--- config.mk ---
export PLATFORM = sky130hd
export DESIGN_NAME = form_urlencoded_decoder_top
export DESIGN_NICKNAME = d
export VERILOG_FILES = /design/src/design/fud_pkg.sv /design/src/design/form_urlencoded_decoder_top.sv
export SDC_FILE = /design/constraint.sdc
export NUM_CORES = 1
export LEC_CHECK = 0
export BUFFER_PORTS_ARGS = -buffer_cell sky130_fd_sc_hd__buf_2
export CAP_MARGIN = 40
export CORE_UTILIZATION = 25
export CTS_CLUSTER_SIZE = 24
export DETAILED_ROUTE_END_ITERATION = 10
export GPL_TIMING_DRIVEN = 1
export PLACE_DENSITY = 0.37
export SLEW_MARGIN = 10
export SYNTH_ARGS = -nofsm -noshare
export SYNTH_HDL_FRONTEND = slang
export SYNTH_SLANG_ARGS = --single-unit
--- constraint.sdc ---
create_clock -name clk -period 22.7 [get_ports clk]
set_input_delay 2.27 -clock clk [delete_from_list [all_inputs] [get_ports clk]]
set_output_delay 2.27 -clock clk [all_outputs]
set_load 0.01 [all_outputs]
--- src/design/fud_pkg.sv ---
`default_nettype none

package fud_pkg;

  localparam logic [7:0] CH_PLUS  = 8'h2B;
  localparam logic [7:0] CH_PCT   = 8'h25;
  localparam logic [7:0] CH_AMP   = 8'h26;
  localparam logic [7:0] CH_EQ    = 8'h3D;
  localparam logic [7:0] CH_SPACE = 8'h20;

  // escape phase codes
  localparam logic [1:0] PH_NONE = 2'd0;
  localparam logic [1:0] PH_PCT  = 2'd1;
  localparam logic [1:0] PH_HEX1 = 2'd2;

  localparam int MAX_RES  = 4;
  localparam int Q_DEPTH  = 8;
  localparam int Q_AW     = $clog2(Q_DEPTH);
  localparam int RES_CW   = $clog2(MAX_RES + 1);

  typedef struct packed {
    logic       run_last;
    logic       had_equals;
    logic       pair_end;
    logic       is_value;
    logic       byte_valid;
    logic [7:0] out_byte;
  } res_t;

  function automatic logic is_hex(input logic [7:0] c);
    is_hex = (c >= 8'h30 && c <= 8'h39) || (c >= 8'h61 && c <= 8'h66) ||
             (c >= 8'h41 && c <= 8'h46);
  endfunction

  function automatic logic [3:0] hex_nib(input logic [7:0] c);
    if (c >= 8'h30 && c <= 8'h39) begin
      hex_nib = 4'(c - 8'h30);
    end else if (c >= 8'h61 && c <= 8'h66) begin
      hex_nib = 4'(c - 8'h57);
    end else if (c >= 8'h41 && c <= 8'h46) begin
      hex_nib = 4'(c - 8'h37);
    end else begin
      hex_nib = 4'd0;
    end
  endfunction

endpackage

`default_nettype wire

--- src/design/form_urlencoded_decoder_top.sv ---
// Results are registered in the 8-entry result queue and leave it in order on the out_ side.
// Throughput: one request per cycle while in_tready is high; one result per cycle leaves
// the queue while out_tready is high. As a byte can cause up to 4 results (escape flushes,
// pair ends), in_tready is low below four free slots, so the output port sets the rate.
// Reset: rst_n synchronous, active low; clears decoder state and empties the queue.
`default_nettype none

module form_urlencoded_decoder_top (
  input  wire logic       clk,
  input  wire logic       rst_n,
  input  wire logic       in_tvalid,
  output logic            in_tready,
  input  wire logic [7:0] in_tdata,   // [7:0] in_byte
  input  wire logic       in_tlast,   // end_of_body
  output logic            out_tvalid,
  input  wire logic       out_tready,
  output logic [7:0]      out_tdata,  // [7:0] out_byte
  output logic [3:0]      out_tuser,  // [0] byte_valid [1] is_value [2] pair_end [3] had_equals
  output logic            out_tlast   // run_last
);
  import fud_pkg::*;

  // decoder state
  logic [1:0] ph_r, ph_nxt;
  logic [7:0] held_r, held_nxt;
  logic       inv_r, inv_nxt;   // in value part
  logic       seg_r, seg_nxt;   // segment has seen a raw byte

  // results generated by the byte at the input this cycle
  res_t              gen_res [MAX_RES];
  logic [RES_CW-1:0] gen_n;
  logic [RES_CW-1:0] last_idx;

  // result queue
  res_t            q_r [Q_DEPTH];
  logic [Q_AW-1:0] wptr_r, rptr_r;
  logic [Q_AW:0]   cnt_r, cnt_nxt;

  logic in_acc, out_acc;
  logic do_plain, do_flush;

  assign in_tready = (cnt_r <= (Q_AW+1)'(Q_DEPTH - MAX_RES));
  assign in_acc    = in_tvalid && in_tready;
  assign out_tvalid = (cnt_r != '0);
  assign out_acc   = out_tvalid && out_tready;

  assign out_tdata = q_r[rptr_r].out_byte;
  assign out_tuser = {q_r[rptr_r].had_equals, q_r[rptr_r].pair_end,
                      q_r[rptr_r].is_value, q_r[rptr_r].byte_valid};
  assign out_tlast = q_r[rptr_r].run_last;

  // Single pass over one byte: escape handling, then plain handling, then the
  // end-of-body flush and close. Results are appended in order to gen_res.
  always_comb begin
    ph_nxt   = ph_r;
    held_nxt = held_r;
    inv_nxt  = inv_r;
    seg_nxt  = seg_r;
    gen_n    = '0;
    last_idx = '0;
    do_plain = 1'b0;
    do_flush = 1'b0;
    for (int k = 0; k < MAX_RES; k++) begin
      gen_res[k] = '0;
    end

    if (ph_r == PH_PCT && is_hex(in_tdata)) begin
      held_nxt = in_tdata;
      ph_nxt   = PH_HEX1;
    end else if (ph_r == PH_HEX1 && is_hex(in_tdata)) begin
      gen_res[gen_n[1:0]] = '{run_last: 1'b0, had_equals: 1'b0, pair_end: 1'b0,
                              is_value: inv_nxt, byte_valid: 1'b1,
                              out_byte: {hex_nib(held_r), hex_nib(in_tdata)}};
      gen_n    = gen_n + 1'b1;
      ph_nxt   = PH_NONE;
      held_nxt = '0;
    end else begin
      do_flush = 1'b1;
      do_plain = 1'b1;
    end

    // flush a pending escape literally (phase code 3 counts as none)
    if (do_flush) begin
      if (ph_r == PH_PCT || ph_r == PH_HEX1) begin
        gen_res[gen_n[1:0]] = '{run_last: 1'b0, had_equals: 1'b0, pair_end: 1'b0,
                                is_value: inv_nxt, byte_valid: 1'b1, out_byte: CH_PCT};
        gen_n = gen_n + 1'b1;
      end
      if (ph_r == PH_HEX1) begin
        gen_res[gen_n[1:0]] = '{run_last: 1'b0, had_equals: 1'b0, pair_end: 1'b0,
                                is_value: inv_nxt, byte_valid: 1'b1, out_byte: held_r};
        gen_n = gen_n + 1'b1;
      end
      ph_nxt   = PH_NONE;
      held_nxt = '0;
    end

    if (do_plain) begin
      if (in_tdata == CH_AMP) begin
        if (seg_nxt) begin
          gen_res[gen_n[1:0]] = '{run_last: 1'b0, had_equals: inv_nxt, pair_end: 1'b1,
                                  is_value: 1'b0, byte_valid: 1'b0, out_byte: 8'h00};
          gen_n = gen_n + 1'b1;
        end
        seg_nxt = 1'b0;
        inv_nxt = 1'b0;
      end else begin
        seg_nxt = 1'b1;
        if (in_tdata == CH_EQ && !inv_nxt) begin
          inv_nxt = 1'b1;
        end else if (in_tdata == CH_PCT) begin
          ph_nxt = PH_PCT;
        end else begin
          gen_res[gen_n[1:0]] = '{run_last: 1'b0, had_equals: 1'b0, pair_end: 1'b0,
                                  is_value: inv_nxt, byte_valid: 1'b1,
                                  out_byte: (in_tdata == CH_PLUS) ? CH_SPACE : in_tdata};
          gen_n = gen_n + 1'b1;
        end
      end
    end

    // end of body: flush, close the pair, back to reset state
    if (in_tlast) begin
      if (ph_nxt == PH_PCT || ph_nxt == PH_HEX1) begin
        gen_res[gen_n[1:0]] = '{run_last: 1'b0, had_equals: 1'b0, pair_end: 1'b0,
                                is_value: inv_nxt, byte_valid: 1'b1, out_byte: CH_PCT};
        gen_n = gen_n + 1'b1;
      end
      if (ph_nxt == PH_HEX1) begin
        gen_res[gen_n[1:0]] = '{run_last: 1'b0, had_equals: 1'b0, pair_end: 1'b0,
                                is_value: inv_nxt, byte_valid: 1'b1, out_byte: held_nxt};
        gen_n = gen_n + 1'b1;
      end
      if (seg_nxt) begin
        gen_res[gen_n[1:0]] = '{run_last: 1'b0, had_equals: inv_nxt, pair_end: 1'b1,
                                is_value: 1'b0, byte_valid: 1'b0, out_byte: 8'h00};
        gen_n = gen_n + 1'b1;
      end
      ph_nxt   = PH_NONE;
      held_nxt = '0;
      inv_nxt  = 1'b0;
      seg_nxt  = 1'b0;
    end

    if (gen_n != '0) begin
      last_idx = gen_n - 1'b1;
      gen_res[last_idx[1:0]].run_last = 1'b1;
    end
  end

  always_comb begin
    cnt_nxt = cnt_r;
    if (in_acc) begin
      cnt_nxt = cnt_nxt + (Q_AW+1)'(gen_n);
    end
    if (out_acc) begin
      cnt_nxt = cnt_nxt - 1'b1;
    end
  end

  always_ff @(posedge clk) begin
    if (!rst_n) begin
      ph_r   <= PH_NONE;
      held_r <= '0;
      inv_r  <= 1'b0;
      seg_r  <= 1'b0;
      wptr_r <= '0;
      rptr_r <= '0;
      cnt_r  <= '0;
    end else begin
      if (in_acc) begin
        ph_r   <= ph_nxt;
        held_r <= held_nxt;
        inv_r  <= inv_nxt;
        seg_r  <= seg_nxt;
        wptr_r <= wptr_r + Q_AW'(gen_n);
      end
      if (out_acc) begin
        rptr_r <= rptr_r + 1'b1;
      end
      cnt_r <= cnt_nxt;
    end
  end

  // queue payload, no reset
  always_ff @(posedge clk) begin
    for (int k = 0; k < MAX_RES; k++) begin
      if (in_acc && (RES_CW'(k) < gen_n)) begin
        q_r[wptr_r + Q_AW'(k)] <= gen_res[k];
      end
    end
  end

  // checks
  a_cnt_bound: assert property (@(posedge clk) disable iff (!rst_n)
    cnt_r <= (Q_AW+1)'(Q_DEPTH))
    else $error("result queue overflow");

  a_body_end_resets: assert property (@(posedge clk) disable iff (!rst_n)
    in_acc && in_tlast |=> ph_r == PH_NONE && !inv_r && !seg_r && held_r == '0)
    else $error("state not cleared after end of body");

  a_pair_end_no_byte: assert property (@(posedge clk) disable iff (!rst_n)
    out_tvalid |-> !(out_tuser[0] && out_tuser[2]))
    else $error("result marked both byte and pair end");

  a_results_marked_last: assert property (@(posedge clk) disable iff (!rst_n)
    in_acc && gen_n != '0 |-> gen_res[last_idx[1:0]].run_last)
    else $error("last result of a request not marked");

endmodule

`default_nettype wire

==> out/qor.yml, run 1 <==
yosys:
  synth_xor_area_share_pct: 1.79
  synth_top_family_by_area: "compound AO/OA/AOI/OAI gates"
  synth-edff-count: 104
  yosys.cell_types.count: 94
  synth-main-ff-cell: "edfxtp_1"
  syn-cell-area_mm2: 0.0112
  ys_seq_elements: 129
  synth.net_count: 1309
  async_reset_ff_share_pct: 0
  synth-compound-area-share_pct: 29.9
  synth_warnings: 0
  synth-adder-area-share_pct: 4.39
  synth_area_per_cell_um2: 8.88
  synth-simple-area-share_pct: 18.2
  seq_area_frac_synth_pct: 32.5
  synth_mux_area_share_pct: 7.91
  synthCells: 1258
final_layout:
  syn_to_final_growth_pct: 14.0
  multi_input_area_mm2: 0.00697
  fill_cells: 4742
  instances_no_fill: 1876
  layout.nets: 1322
  final_cell_mix: "nand2_1, edfxtp_1, nor2_1"
  drive_gt1_share_pct: 16.5
  antenna_cells: 0
  register_area_mm2: 0.00362
  final_common_cell: "nand2_1"
run:
  max-cap-violations: 0
timing:
  finalCritPeriodShare_pct: 44.5
  drv_slew: 0
  hold_ws_ns: 0.546
  final.setup.tns_ns: 0
  clock.fmax_mhz: 99.0
  worstMarginPinSlew_ns: 1.13
  grt_setup_unrepaired: "false"
  finalHoldViolCount: 0
  max_slew_margin_pct: 24.8
  period_needed_ns: 10.10
  clock_skew_ns: 0.0181
  setup_viol: 0
setup_path:
  cp-start-kind: "input pin"
  reg2reg_depth: 25
  r2r-start: "ph_r[0]$_SDFFE_PN0P_"
  setup.worst_path.end_class: "flip-flop"
  worst-r2r-setup-slack_ns: 14.11
  required_ns: 22.70
  arrival_ns: 10.10
  worstSetupPathType: "in2reg"
  r2r-end: "q_r[3][6]$_DFFE_PP_"
  cp_max_fo: 17
global_routing:
  grt_max_degree: 47
  grtUsageTotal_pct: 23.1
  grt_pass1_wl_um: 76100
  grt_pass1_vias: 10600
  antenna_found_initial: 0
  grt_overflow: 0
cts:
  cts.sinks: 129
  cts_resized: 0
  htree_levels: 4
  clk_latency_ns: 0.46
  numCtsBuffers: 17
  cts-root-buf: "clkbuf_16"
  cts_buffer_depth: 2
  post_cts_hold_buffer_count: 0
  postCtsSetupBuffers: 0
  cts_tree: "yes"
  clk_pin_slew_ns: 0.06
power_and_ir_drop:
  powerDensity_mw_per_mm2: 67.7
  power_frac_seq_pct: 35.9
  power_frac_clock_pct: 32.5
  p_int_mw: 0.560
  p_switching_mw: 0.302
  swShare_pct: 35.1
  p_comb_share_pct: 31.6
  leakagePower_nw: 4.53
  vdd.ir_drop.worst_uv: 44.6
  finalPower_mw: 0.862
drt:
  avgRoutedWirePerCell_um: 27.5
  postRouteAntennaNets: 0
  wirelength_um: 51700
  route.vias.total: 11100
  viasPerCell: 5.93
  dr.pass1.iters: 6
  drt-initial-drc-count: 1348
  drc: 0
worst_hold_path:
  min_to: "ph_r[0]$_SDFFE_PN0P_"
  min_path_type: "reg2reg"
  min_from: "ph_r[0]$_SDFFE_PN0P_"
  hold_depth: 2
die:
  fp.dieW_um: 213
  start_util_pct: 25.3
  io_pins: 28
  core_area_mm2: 0.0441
  row_count: 77
  dieArea_mm2: 0.0455
  die_y_um: 213
placed_design:
  dp_hpwl_um: 38600
  placed_cells: 1842
  gp_congestion: 0.949
  portBuffers: 27
run_status:
  status: "complete, no violations"
==> worst max-delay path, cell delays in order <==
cell and delay, ns:
buf_2 0.19, or4b_4 0.61, or3_4 0.46, a21boi_0 0.43, ha_1 0.51, or2_2 0.36, mux2i_1 0.26, a211oi_4 0.11
ha_1 0.32, nor2_1 0.03, or2_1 0.26, ha_1 0.28, nand2b_1 0.12, o31ai_1 0.12, inv_1 0.12, ha_1 0.20
o41ai_1 0.12, o31ai_1 0.22, nor3b_1 0.71, xor2_2 0.18, buf_6 0.21, inv_2 0.20, nand4_1 0.54, a21boi_2 0.59
nand3_1 0.65
==> routing by layer <==
metal  share of wire [%]  track usage, %
met4                 3.8            8.92
met1                  45            32.0
met5                   0               0
met2                  45            35.8
met3                 6.6            4.12
==> registers in the layout, indices dropped and copies added, names as in the netlist, named ones only <==
| signal | flops |
|---|---|
| held_r | 8 |
| ph_r | 2 |
| q_r | 104 |
| wptr_r | 3 |
| seg_r | 1 |
| rptr_r | 3 |
| inv_r | 1 |
| cnt_r | 4 |
==> worst max path at each step <==
stage / startpoint / end / depth (start not counted)
after floorplan: in_tdata[3] / q_r[1][0]$_DFFE_PP_ / 24
after global placement: in_tdata[4] / q_r[3][4]$_DFFE_PP_ / 24
after detailed placement: in_tdata[1] / q_r[3][4]$_DFFE_PP_ / 27
after CTS: in_tdata[4] / q_r[3][4]$_DFFE_PP_ / 25
after global routing: in_tdata[1] / q_r[3][4]$_DFFE_PP_ / 27
final: in_tdata[4] / q_r[3][6]$_DFFE_PP_ / 25
==> cell families (layout without fill, tap and decap cells) <==
group / count (synthesis) / count (layout)
AOI/OAI and AO/OA: 454 / 454
xor gates and xnor gates: 22 / 22
adders and majority gates: 38 / 38
buffers and inverters: 136 / 162
DFF: 129 / 129
muxes: 54 / 54
and+or+nand+nor: 425 / 425
==> cell usage after synthesis (all sizes together), types with 4 or more instances <==
cell | count | area share [%]
inv | 37 | 1.3
buf | 54 | 2.6
or2 | 9 | 0.50
a41oi | 7 | 0.55
nand3 | 26 | 1.2
o22ai | 24 | 1.4
a31oi | 8 | 0.58
dfxtp | 25 | 4.5
nor4 | 11 | 0.67
a221oi | 23 | 1.9
edfxtp | 104 | 28
a32oi | 13 | 1.0
mux2i | 14 | 1.3
nor2b | 21 | 1.2
a211oi | 9 | 0.72
and3 | 10 | 0.56
o211ai | 58 | 3.9
a32o | 4 | 0.36
a211o | 4 | 0.33
nand2 | 175 | 5.9
a22o | 10 | 0.78
a21o | 15 | 1.0
o31ai | 9 | 0.73
a22oi | 20 | 1.3
nand4 | 4 | 0.22
a21boi | 10 | 0.71
mux2 | 14 | 1.4
xnor2 | 14 | 1.1
nor2 | 95 | 3.3
or3 | 12 | 0.72
o221ai | 67 | 5.3
xor2 | 8 | 0.69
nor3b | 4 | 0.31
mux4 | 26 | 5.2
clkbuf | 45 | 1.5
o21ai | 68 | 3.2
a21oi | 78 | 3.8
ha | 36 | 4.0
and2 | 17 | 0.95
nand2b | 10 | 0.56
o21bai | 4 | 0.27
nor3 | 18 | 1.1
==> layout make-up <==
type,instances,share of cell area (%)
clock buffer,18,3.37
clock inverter,14,1.22
inverter,37,1.13
multi-input combinational,993,54.7
sequential,129,28.5
tap,592,5.82
timing repair buffer,93,5.26
==> power by group through the flow <==
stage	sequential, mW	combinational [mW]	clock (mW)
global placement	0.321	0.267	0
floorplan	0.304	0.187	0
global route	0.312	0.298	0.295
detailed placement	0.315	0.274	0
CTS	0.310	0.276	0.286
finish	0.310	0.272	0.280
==> metrics by stage <==
| step | setup WS [ns] | cell area, µm² | util [%] |
|---|---|---|---|
| 3_3_place_gp | 11.88 | 12000 | 27.1 |
| 6_report | 12.60 | 12700 | 28.9 |
| 4_1_cts | 12.81 | 12700 | 28.8 |
| 3_5_place_dp | 12.35 | 12100 | 27.5 |
| 2_1_floorplan | 13.53 | 11200 | - |
| 5_1_grt | 12.13 | 12700 | 28.9 |
(Power assumes the default switching activity.)
==> run 2: changes to the inputs <==
==> constraint.sdc (replaced) <==
create_clock -name clk -period 9.3 [get_ports clk]
set_input_delay 0.93 -clock clk [delete_from_list [all_inputs] [get_ports clk]]
set_output_delay 0.93 -clock clk [all_outputs]
set_load 0.01 [all_outputs]
==> run 2 against run 1 <==
Against the previous run: clock skew rose by 0.0049 ns; utilization rose by 0.36 points; first-iteration DRC count fell by 12%; sequential share of layout area fell by 0.35 points; wire length fell by 1.2%; critical endpoint is now q_r[6][9]$_DFFE_PP_; largest power group unchanged.
==> out/qor.yml, run 2 (same netlist as run 1, synthesis figures left out) <==
timing:
  period_needed_ns: 7.70
  clock_skew_ns: 0.0229  # was 0.0181 ns
  finalCritPeriodShare_pct: 82.8
  fin_ws_ns: 1.60  # was 12.60 ns
  drv_slew: 0  # unchanged
  setup_viol: 0  # unchanged
  clock.fmax_mhz: 130
  grt_setup_unrepaired: "false"  # unchanged
  final.setup.tns_ns: 0  # unchanged
  worstMarginPinSlew_ns: 1.10  # was 1.13 ns
  finalHoldViolCount: 0  # unchanged
  max_slew_margin_pct: 26.4  # was 24.8%
placed_design:
  gp_congestion: 0.926  # was 0.949
  portBuffers: 27  # unchanged
  placed_cells: 1861  # was 1,842
  dp_slack_ns: 1.25  # was 12.35 ns
  postPlaceCellArea_mm2: 0.0123  # was 0.0121 mm²
  dp_hpwl_um: 38500  # was 38,600 µm
cts:
  cts_resized: 0  # unchanged
  cts-root-buf: "clkbuf_16"  # unchanged
  cts_tree: "yes"  # unchanged
  numCtsBuffers: 17  # unchanged
  cts_buffer_depth: 2  # unchanged
  cts.sinks: 129  # unchanged
  postCtsSetupBuffers: 0  # unchanged
  post_cts_hold_buffer_count: 0  # unchanged
  clk_latency_ns: 0.46  # about the same
  htree_levels: 4  # unchanged
  clk_pin_slew_ns: 0.06  # about the same
setup_path:
  reg2reg_depth: 29  # was 25
  setup.worst_path.end_class: "flip-flop"  # unchanged
  crit_slowest_cell: "or4b_4"  # was nor3b_1
  path_common_cell: "buf_4"  # was ha_1
  worst-r2r-setup-slack_ns: 2.14  # was 14.11 ns
  r2r-end: "q_r[6][9]$_DFFE_PP_"  # was q_r[3][6]$_DFFE_PP_
  cp-start-kind: "input pin"  # unchanged
  cp_max_fo: 16  # was 17
  worstSetupPathType: "in2reg"  # unchanged
  arrival_ns: 7.88  # was 10.10 ns
  slowest_delay_ns: 0.62  # was 0.71 ns
  r2r-start: "ph_r[0]$_SDFFE_PN0P_"  # unchanged
  required_ns: 9.48  # was 22.70 ns
final_layout:
  final_cell_mix: "nand2_1, edfxtp_1, nor2_1"  # unchanged
  instances_no_fill: 1894  # was 1,876
  fin_area_mm2: 0.0129  # was 0.0127 mm²
  largest_reg_flops: 104  # unchanged
  layout.nets: 1340  # was 1,322
  antenna_cells: 0  # unchanged
  drive_gt1_share_pct: 18.0  # was 16.5%
  syn_to_final_growth_pct: 15.4  # was 14.0%
  largest_register: "q_r"  # unchanged
  final_common_cell: "nand2_1"  # unchanged
  top_regs: "q_r: 104 flops, held_r: 8 flops, cnt_r: 4 flops"  # unchanged
global_routing:
  grt_max_degree: 47  # unchanged
  use_met3_pct: 3.53  # was 4.12%
  grt_pass1_wl_um: 75300  # was 76,100 µm
  grtUsageTotal_pct: 22.8  # was 23.1%
  antenna_found_initial: 0  # unchanged
  gr-usage-met2_pct: 36.2  # was 35.8%
  met1_usage_pct: 31.3  # was 32.0%
  global_route.peak_usage_layer: "met2"  # unchanged
  grt_pass1_vias: 10600  # about the same
  grt_overflow: 0  # unchanged
power_and_ir_drop:
  vdd.ir_drop.worst_uv: 119  # was 44.6 µV
  powerDensity_mw_per_mm2: 168  # was 67.7 mW/mm²
  finalPower_mw: 2.17  # was 0.862 mW
  leakagePower_nw: 4.63  # was 4.53 nW
die:
  start_util_pct: 25.3  # unchanged
  row_count: 77  # unchanged
  fp.dieW_um: 213  # unchanged
  die_y_um: 213  # unchanged
  dieArea_mm2: 0.0455  # unchanged
  io_pins: 28  # unchanged
  core_area_mm2: 0.0441  # unchanged
drt:
  route.vias.total: 11000  # was 11,100
  wirelength_um: 51000  # was 51,700 µm
  postRouteAntennaNets: 0  # unchanged
  drc: 0  # unchanged
  dr.pass1.iters: 5  # was 6
  viasPerCell: 5.81  # was 5.93
  avgRoutedWirePerCell_um: 26.9  # was 27.5 µm
  drt-initial-drc-count: 1183  # was 1,348
run_status:
  status: "complete, no violations"  # unchanged
worst_hold_path:
  min_from: "rptr_r[1]$_SDFFE_PN0P_"  # was ph_r[0]$_SDFFE_PN0P_
  min_path_type: "reg2reg"  # unchanged
  hold_depth: 2  # unchanged
run:
  max-cap-violations: 0  # unchanged
-- run 2: stage by stage --
stage	hold WS, ns	utilization, %
CTS	0.542	29.2
finish	0.534	29.2
detailed placement	0.534	27.8
floorplan	0.467	-
global placement	0.534	27.5
global route	0.578	29.2
-- run 2: layout make-up --
| class | count | area [µm²] |
|---|---|---|
| Fill cell | 4810 | 31200 |
| Clock inverter | 15 | 190 |
| Inverter | 37 | 144 |
| Tap cell | 592 | 741 |
| Clock buffer | 17 | 425 |
| Sequential cell | 129 | 3620 |
| Timing Repair Buffer | 111 | 783 |
| Multi-Input combinational cell | 993 | 6980 |
-- run 2: critical path, delay by kind of cell --
family                   cells  cell delay (ns)
AND/OR/NAND/NOR              9             2.32
buffers and inverters        7             1.48
adder cells (fa/ha/maj)      4             1.34
AO/OA/AOI/OAI                6             1.02
XOR/XNOR                     1             0.50
multiplexers                 1             0.24
-- run 2: report_power, final --
| group | internal [mW] | total, mW | switching (mW) |
|---|---|---|---|
| Clock | 0.410 | 0.715 | 0.305 |
| Sequential | 0.713 | 0.745 | 0.0320 |
| Combinational | 0.265 | 0.705 | 0.440 |
| Total | 1.39 | 2.17 | 0.777 |
-- run 2: worst max-delay path by stage --
stage | start | to | cells past startpoint
finish | in_tdata[4] | q_r[6][9]$_DFFE_PP_ | 28
global route | in_tdata[1] | q_r[4][5]$_DFFE_PP_ | 28
CTS | in_tdata[4] | q_r[2][2]$_DFFE_PP_ | 27
detailed placement | in_tdata[4] | q_r[6][4]$_DFFE_PP_ | 28
global placement | in_tdata[4] | q_r[6][6]$_DFFE_PP_ | 28
floorplan | in_tdata[3] | q_r[1][0]$_DFFE_PP_ | 24
-- run 2: routing by layer --
metal	part of all wire (%)	wire length (µm)
met2	46	23400
met3	6.0	3060
met4	3.2	1650
met5	0	0
met1	45	23000
==> run 3: changes to the inputs <==
--- a/config.mk
+++ b/config.mk
@@ -5,6 +5,7 @@
 export SDC_FILE = /design/constraint.sdc
 export NUM_CORES = 1
 export LEC_CHECK = 0
+export ABC_AREA = 1
 export BUFFER_PORTS_ARGS = -buffer_cell sky130_fd_sc_hd__buf_2
 export CAP_MARGIN = 40
 export CORE_UTILIZATION = 25
==> constraint.sdc (replaced) <==
create_clock -name clk -period 7.5 [get_ports clk]
set_input_delay 0.75 -clock clk [delete_from_list [all_inputs] [get_ports clk]]
set_output_delay 0.75 -clock clk [all_outputs]
set_load 0.01 [all_outputs]
==> run 3 against run 2 <==
Against the previous run: wire length rose by 36%; sequential cell count did not move; cell count rose by 50%; design area rose by 15%; global-route usage rose by 3.9 points; critical endpoint is now q_r[5][5]$_DFFE_PP_; via count rose by 33%; first-iteration DRC count rose by 21%.
==> out/qor.yml, run 3 <==
cts:
  postCtsSetupBuffers: 0  # unchanged
  post_cts_hold_buffer_count: 0  # unchanged
  cts_resized: 0  # unchanged
  numCtsBuffers: 17  # unchanged
  cts_tree: "yes"  # unchanged
  htree_levels: 4  # unchanged
  cts.sinks: 129  # unchanged
  cts_buffer_depth: 2  # unchanged
  clk_pin_slew_ns: 0.06  # about the same
  clk_latency_ns: 0.49  # was 0.46 ns
  cts-root-buf: "clkbuf_16"  # unchanged
run_status:
  status: "complete, no violations"  # unchanged
power_and_ir_drop:
  p_int_mw: 1.80  # was 1.39 mW
  power_frac_seq_pct: 30.3  # was 34.4%
  power_frac_clock_pct: 27.8  # was 33.0%
  vdd.ir_drop.worst_uv: 117  # was 119 µV
  swShare_pct: 43.7  # was 35.9%
  p_switching_mw: 1.40  # was 0.777 mW
  leakagePower_nw: 7.09  # was 4.63 nW
  finalPower_mw: 3.19  # was 2.17 mW
  powerDensity_mw_per_mm2: 216  # was 168 mW/mm²
  p_comb_share_pct: 41.8  # was 32.6%
yosys:
  synth-main-ff-cell: "edfxtp_1"  # unchanged
  synth-edff-count: 104  # unchanged
  seq_area_frac_synth_pct: 28.3  # was 32.5%
  synthTopCellsByArea: "nand2_1, edfxtp_1, nand3_1"  # was edfxtp_1, nand2_1, o221ai_1
  ys_seq_elements: 129  # unchanged
  synthCells: 2115  # was 1,258
  ys_top_cells_by_count: "nand2_1, nand3_1, nor2_1"  # was nand2_1, edfxtp_1, nor2_1
  yosys.area.top_type: "nand2_1"  # was edfxtp_1
  synth_warnings: 0  # unchanged
  syn-cell-area_mm2: 0.0128  # was 0.0112 mm²
  synth.net_count: 2166  # was 1,309
  yosys.area.top_type_share_pct: 25.6  # was 28.0%
  async_reset_ff_share_pct: 0  # unchanged
  yosys.cell_types.count: 51  # was 94
  synth_area_per_cell_um2: 6.05  # was 8.88 µm²
  yosysMostFrequentCell: "nand2_1"  # unchanged
setup_path:
  cp_max_fo: 14  # was 16
  worstSetupPathType: "in2reg"  # unchanged
  cp-start-kind: "input pin"  # unchanged
  arrival_ns: 6.79  # was 7.88 ns
  slowest_delay_ns: 0.36  # was 0.62 ns
  setup.worst_path.end_class: "flip-flop"  # unchanged
  required_ns: 7.69  # was 9.48 ns
  crit_slowest_cell: "ha_1"  # was or4b_4
die:
  fp.dieW_um: 228  # was 213 µm
  start_util_pct: 25.4  # was 25.3%
  io_pins: 28  # unchanged
  dieArea_mm2: 0.0521  # was 0.0455 mm²
  row_count: 82  # was 77
  die_y_um: 228  # was 213 µm
  core_area_mm2: 0.0504  # was 0.0441 mm²
global_routing:
  grt_pass1_wl_um: 100000  # was 75,300 µm
  grtUsageTotal_pct: 26.7  # was 22.8%
  grt_max_degree: 49  # was 47
  grt_overflow: 0  # unchanged
  antenna_found_initial: 1  # was 0
  grt_pass1_vias: 14300  # was 10,600
timing:
  worstMarginPinSlew_ns: 0.988  # was 1.10 ns
  final.setup.tns_ns: 0  # unchanged
  finalCritPeriodShare_pct: 88.0
  max_slew_margin_pct: 33.9  # was 26.4%
  grt_setup_unrepaired: "false"  # unchanged
  finalHoldViolCount: 0  # unchanged
  drv_slew: 0  # unchanged
  clock.fmax_mhz: 152
  setup_viol: 0  # unchanged
  clock_skew_ns: 0.0254  # was 0.0229 ns
  period_needed_ns: 6.60
  fin_ws_ns: 0.900  # was 1.60 ns
drt:
  wirelength_um: 69400  # was 51,000 µm
  postRouteAntennaNets: 0  # unchanged
  drc: 0  # unchanged
  route.vias.total: 14700  # was 11,000
  avgRoutedWirePerCell_um: 24.4  # was 26.9 µm
  dr.pass1.iters: 6  # was 5
  drt-initial-drc-count: 1429  # was 1,183
  viasPerCell: 5.16  # was 5.81
worst_hold_path:
  min_path_type: "reg2reg"  # unchanged
placed_design:
  dp_slack_ns: 0.424  # was 1.25 ns
  dp_hpwl_um: 53700  # was 38,500 µm
  gp_congestion: 0.972  # was 0.926
  portBuffers: 27  # unchanged
final_layout:
  layout.nets: 2209  # was 1,340
  largest_register: "q_r"  # unchanged
  final_cell_mix: "nand2_1, nand3_1, nor2_1"  # was nand2_1, edfxtp_1, nor2_1
  fill_cells: 5669  # was 4,810
  antenna_cells: 0  # unchanged
  top_regs: "q_r: 104 flops, held_r: 8 flops, cnt_r: 4 flops"  # unchanged
  syn_to_final_growth_pct: 15.3  # was 15.4%
  drive_gt1_share_pct: 11.0  # was 18.0%
  largest_reg_flops: 104  # unchanged
  final_common_cell: "nand2_1"  # unchanged
run:
  max-cap-violations: 0  # unchanged
[run 3: cell types whose count changed in the layout (fill, tap and decap cells not counted), sizes merged, moves of 26 or more]
cell,before,now
nor2,95,180
a21oi,78,50
nand2,175,898
nand3,26,292
inv,47,177
mux4,26,0
o211ai,58,6
o21ai,68,115
o221ai,67,7
[run 3: area by class of cell]
type | count | area [µm²] | area share (%)
clock buffers | 19 | 433 | 2.93
clock inverters | 13 | 163 | 1.10
inverters | 179 | 677 | 4.59
multi-input cells | 1701 | 8010 | 54.3
flip-flops and latches | 129 | 3620 | 24.6
well taps | 672 | 841 | 5.70
repair buffers | 130 | 1020 | 6.88
[run 3: metal layers]
metal / vias up / share of wire [%] / track usage [%]
met5: - / 0.019 / 0
met1: 6966 / 44 / 35.3
met3: 138 / 6.3 / 4.14
met4: 2 / 5.0 / 13.6
li1: 6999 / - / -
met2: 559 / 44 / 42.0
[run 3: kinds of logic (layout without fill, tap and decap cells)]
| logic type | Yosys count | count (layout) | share of synthesized area (%) |
|---|---|---|---|
| and+or+nand+nor | 1402 | 1402 | 46.0 |
| adders and majority gates | 38 | 38 | 3.83 |
| xor gates and xnor gates | 6 | 6 | 0.557 |
| AOI/OAI and AO/OA | 255 | 255 | 11.7 |
| DFF | 129 | 129 | 28.3 |
| buffers and inverters | 285 | 341 | 9.61 |
[run 3: critical path: cells and delay by family]
kind | cells | cell delay, ns
simple gates | 18 | 3.09
fa+ha+maj | 5 | 1.30
buf+inv | 7 | 0.99
compound gates | 3 | 0.39
xor+xnor | 1 | 0.24
[run 3: power by group through the flow]
stage / combinational (mW) / sequential (mW) / clock (mW)
after global placement: 1.32 / 0.984 / 0
after detailed placement: 1.33 / 0.984 / 0
after global routing: 1.45 / 0.979 / 0.926
after floorplan: 0.799 / 0.943 / 0
after CTS: 1.33 / 0.969 / 0.912
final: 1.34 / 0.969 / 0.889
[run 3: worst paths after layout]
path                          start  cells past startpoint  slack [ns]                     end
max reg2reg    ph_r[0]$_SDFFE_PN0P_                     30        1.40     q_r[5][5]$_DFFE_PP_
min reg2reg  rptr_r[2]$_SDFFE_PN0P_                      2        0.46  rptr_r[2]$_SDFFE_PN0P_
max                     in_tdata[1]                     34        0.90     q_r[5][5]$_DFFE_PP_
min          rptr_r[2]$_SDFFE_PN0P_                      2        0.46  rptr_r[2]$_SDFFE_PN0P_
[run 3: through the flow]
stage	hold WS [ns]	util [%]	cell area [µm²]	cells
2_1_floorplan	0.433	-	12800	2115
3_3_place_gp	0.462	28.0	14100	2806
3_5_place_dp	0.455	28.1	14200	2811
4_1_cts	0.462	29.3	14800	2843
5_1_grt	0.503	29.3	14800	2843
6_report	0.462	29.3	14800	2843
